[config.mk]
export PLATFORM = sky130hd
export DESIGN_NAME = bal_cell
export DESIGN_NICKNAME = d
export VERILOG_FILES = /design/src/sv/bal_pkg.sv /design/src/sv/bal_cell.sv
export SDC_FILE = /design/constraint.sdc
export NUM_CORES = 1
export LEC_CHECK = 0
export BUFFER_PORTS_ARGS = -buffer_cell sky130_fd_sc_hd__buf_2
export CAP_MARGIN = 20
export CORE_MARGIN = 2
export CORE_UTILIZATION = 38
export DETAILED_ROUTE_END_ITERATION = 6
export HOLD_SLACK_MARGIN = 0.12
export PLACE_DENSITY = 0.81
export SLEW_MARGIN = 20
export SYNTH_ARGS = -nofsm -noshare
export SYNTH_HDL_FRONTEND = slang
export SYNTH_SLANG_ARGS = --single-unit
[constraint.sdc]
create_clock -name i_clk -period 4.7 [get_ports i_clk]
set_input_delay 0.47 -clock i_clk [delete_from_list [all_inputs] [get_ports i_clk]]
set_output_delay 0.47 -clock i_clk [all_outputs]
set_load 0.03 [all_outputs]
[src/sv/bal_pkg.sv]
// Shared types, operation and status codes for the bounded array list.
package bal_pkg;

    // Default list capacity
    localparam int DEF_CAPACITY = 64;

    // Cells folded into one first-stage gather register
    localparam int GROUP = 8;

    // Field widths of the stream payloads
    localparam int OP_W     = 3;
    localparam int IDX_W    = 7;
    localparam int WORD_W   = 32;
    localparam int CNT_W    = 7;
    localparam int STAT_W   = 2;
    localparam int S_DATA_W = 48;
    localparam int M_DATA_W = 48;

    // Operation codes
    localparam logic [OP_W-1:0] OP_APPEND  = 3'd0;
    localparam logic [OP_W-1:0] OP_PREPEND = 3'd1;
    localparam logic [OP_W-1:0] OP_INSERT  = 3'd2;
    localparam logic [OP_W-1:0] OP_REMOVE  = 3'd3;
    localparam logic [OP_W-1:0] OP_POP     = 3'd4;
    localparam logic [OP_W-1:0] OP_DEQUEUE = 3'd5;
    localparam logic [OP_W-1:0] OP_READ    = 3'd6;
    localparam logic [OP_W-1:0] OP_CLEAR   = 3'd7;

    // Status codes
    localparam logic [STAT_W-1:0] ST_OK     = 2'd0;
    localparam logic [STAT_W-1:0] ST_FULL   = 2'd1;
    localparam logic [STAT_W-1:0] ST_EMPTY  = 2'd2;
    localparam logic [STAT_W-1:0] ST_BADIDX = 2'd3;

    // Broadcast control to every cell of the chain
    typedef struct packed {
        logic ins;  // open a slot at the position and place the new word there
        logic del;  // close the slot at the position, later words move down
        logic rd;   // cell at the read position drives its word onto the gather
    } t_cell_ctl;

endpackage

[src/sv/bal_cell.sv]
// One storage cell of the list chain: holds a word, shifts with its neighbours.
module bal_cell #(
    parameter int CAPACITY = bal_pkg::DEF_CAPACITY,
    parameter int CELL_IDX = 0
) (
    input  logic                        i_clk,
    input  bal_pkg::t_cell_ctl          i_ctl,
    input  logic [$clog2(CAPACITY)-1:0] i_pos,
    input  logic [$clog2(CAPACITY)-1:0] i_rpos,
    input  logic [bal_pkg::WORD_W-1:0]  i_value,
    input  logic [bal_pkg::WORD_W-1:0]  i_left,
    input  logic [bal_pkg::WORD_W-1:0]  i_right,
    output logic [bal_pkg::WORD_W-1:0]  o_word,
    output logic [bal_pkg::WORD_W-1:0]  o_tap
);

    localparam int AW = $clog2(CAPACITY);
    localparam logic [AW-1:0] MY_POS = AW'(CELL_IDX);

    logic [bal_pkg::WORD_W-1:0] r_word;
    logic [bal_pkg::WORD_W-1:0] n_word;

    // Pick the next word: hold, take the new word, or take a neighbour's
    always_comb begin
        n_word = r_word;
        if (i_ctl.ins) begin
            if (MY_POS == i_pos) begin
                n_word = i_value;
            end else if (MY_POS > i_pos) begin
                n_word = i_left;
            end
        end else if (i_ctl.del) begin
            if (MY_POS >= i_pos) begin
                n_word = i_right;
            end
        end
    end

    always_ff @(posedge i_clk) begin
        r_word <= n_word;
    end

    // Drive the gather only when this cell is the one being read
    assign o_tap  = (i_ctl.rd && (i_rpos == MY_POS)) ? r_word : '0;
    assign o_word = r_word;

endmodule

==> run summary <==
Status - finished clean
Fin. max-slew vios - 0
Fin nets - 499
Worst slack at placement - 1.91 ns
Unrepaired setup endpoints after global routing - no
Number of port buffers - 175
Postcts setup bufs - 0
Max-cap violation count - 0
Sw power - 153 uW
DRC errors left - 0
Syn Area/Cell - 9.08 sq um
Gate power share - 16.3%
Post-Route WL - 6.67 mm
DR vias - 2329
Worst vdd ir - 0.139 mV
Htree depth - 2
Worst Setup Start Kind - primary input
FMAX - 354 MHz
Cell-internal power - 526 uW
Antenna cells - 0
DR WL/cell - 14.6 microns
Yosys warns - 0
FF/Latch Area - 961 sq um
Area of the multi-input gates - 962 sq um
Vias per inst - 5.09
Min-Delay Path Class - in -> reg
Synthesized area - 2020 sq um
Fin util - 59.3%
Initial core utilization - 39.5%
Ys flop type - edfxtp_1
Mapped Cells - 222
Post-synth ARST share - 0%
Initial antenna violation count - 0
CTS tree - done
Crit end category - primary output
CP Data Arrival Time - 2.36 ns
Die Y - 76.8 microns
Final min period - 2.83 ns
Top-area cell type share of the netlist area - 47.7%
CTS Hold Bufs - 0
Yosys cell types - 17
Clock root buffer master - clkbuf_8
Yosys reg bits - 32
Critical path peak fanout - 18
Num rows - 26
Largest net degree at the start of global routing - 66
Seq pwr share - 47.2%
I/O pin count - 176
Worst Setup Slack, final - 1.87 ns
Final HPWL DP - 4.90 mm
Cell Pwr Density - 224 nW/um^2
P_leak - 1.40 nW
CTS sink cnt - 32
Clock share of power - 36.5%
DRT Pass-1 Iters - 4
Full die area - 5900 sq um
Top post-synthesis cells by count - 34 x nor2_1, 32 x a31oi_1, 32 x edfxtp_1, 32 x nand3_1, 31 x o21ai_0
Clock-pin slew on the worst setup and hold paths - 0.07 ns
GRT Total Usage - 21.9%
Die Width - 76.8 microns
Total power - 679 uW
Final Wtd Congestion - 0.792
Hold WS - 0.541 ns
Fin. Hold Viols - 0
Least-Margin Pin Slew - 1.06 ns
Clock Path Buffers - 2
Core Box Area - 5110 sq um
First-pass GRT wire length - 10.3 mm
Crit Path Class - in -> out
Final Cycle Share - 60.1%
Switching Share - 22.6%
Vias in the first global route - 2136
Max-slew headroom - 29.6%
Gates resized, CTS repair - 0
Synth Net Count - 334
Fillers - 454
Top cells by area, synth - edfxtp_1 48%, a31oi_1 9.9%, and2_2 8.2%
Num CTS Buffers - 5
Area growth syn-to-layout - 50.3%
Sum Neg Setup Slack - 0 ns
Initial DRC Count - 119
Setup-failing EPs final - 0
Count leader, synth - nor2_1
Remaining global-route overflow - 0
Fraction of layout cells with a size suffix above 1 - 55.4%
Number of flip-flops in the largest register - 32
Post-synth EDFFs - 32
Cell taking the most area after synthesis - edfxtp_1
Antenna Nets Post-Route - 0
Worst path required time - 4.23 ns
Sequential element share of the synthesized area - 47.7%
metal layers:
| metal | vias up | share of wire [%] | global-route usage, % |
|---|---|---|---|
| met5 | - | 0 | 0 |
| met1 | 1070 | 39 | 26.2 |
| met4 | 0 | 0.73 | 5.45 |
| met2 | 110 | 54 | 39.4 |
| met3 | 4 | 6.5 | 5.29 |
| li1 | 1145 | - | - |
through the flow:
step	cell area, sq um	cells
CTS	3030	458
global route	3030	458
finish	3030	458
detailed placement	2920	450
global placement	2920	449
floorplan	2020	222
critical path, stage by stage:
cell	delay, ns
buf_2	0.10
or4b_4	0.54
nor4_4	0.57
buf_4	0.33
and2_2	0.16
buf_2	0.18
kinds of logic (layout without fill, tap and decap cells):
| family | Yosys count | after routing | share of synthesized area [%] |
|---|---|---|---|
| buffers and inverters | 22 | 188 | 5.40 |
| AOI/OAI and AO/OA | 64 | 64 | 17.9 |
| DFF | 32 | 32 | 47.7 |
| and+or+nand+nor | 104 | 104 | 29.0 |
layout by cell type (no fill, tap or decap), drive strengths merged:
cell,count
and2,32
a31oi,32
or2,1
nand3,32
edfxtp,32
clkinv,2
o21ai,32
clkbuf,5
or4,1
nor3,1
or4b,1
nor4,2
bufinv,1
buf,180
nor2,34
path summary, 6_finish.rpt:
check,start,to,slack (ns),depth (start not counted)
max,i_rpos[2],o_tap[6],1.87,6
min,i_right[22],o_word[22]$_DFFE_PP_,0.54,3
power groups by stage:
| stage | Clock, mW | Combinational (mW) | Sequential, mW |
|---|---|---|---|
| 2_1_floorplan | 0 | 0.0458 | 0.332 |
| 3_3_place_gp | 0 | 0.107 | 0.327 |
| 3_5_place_dp | 0 | 0.110 | 0.327 |
| 4_1_cts | 0.255 | 0.110 | 0.321 |
| 5_1_grt | 0.267 | 0.123 | 0.321 |
| 6_report | 0.248 | 0.111 | 0.321 |
cell type report:
| type | instances | share of cell area (%) |
|---|---|---|
| multi-input cells | 168 | 31.8 |
| flip-flops and latches | 32 | 31.7 |
| repair buffers | 180 | 30.1 |
| well taps | 70 | 2.89 |
| clock buffers | 5 | 2.27 |
| clock inverters | 3 | 1.24 |
Note: power is estimated with default switching activity, not from simulation.
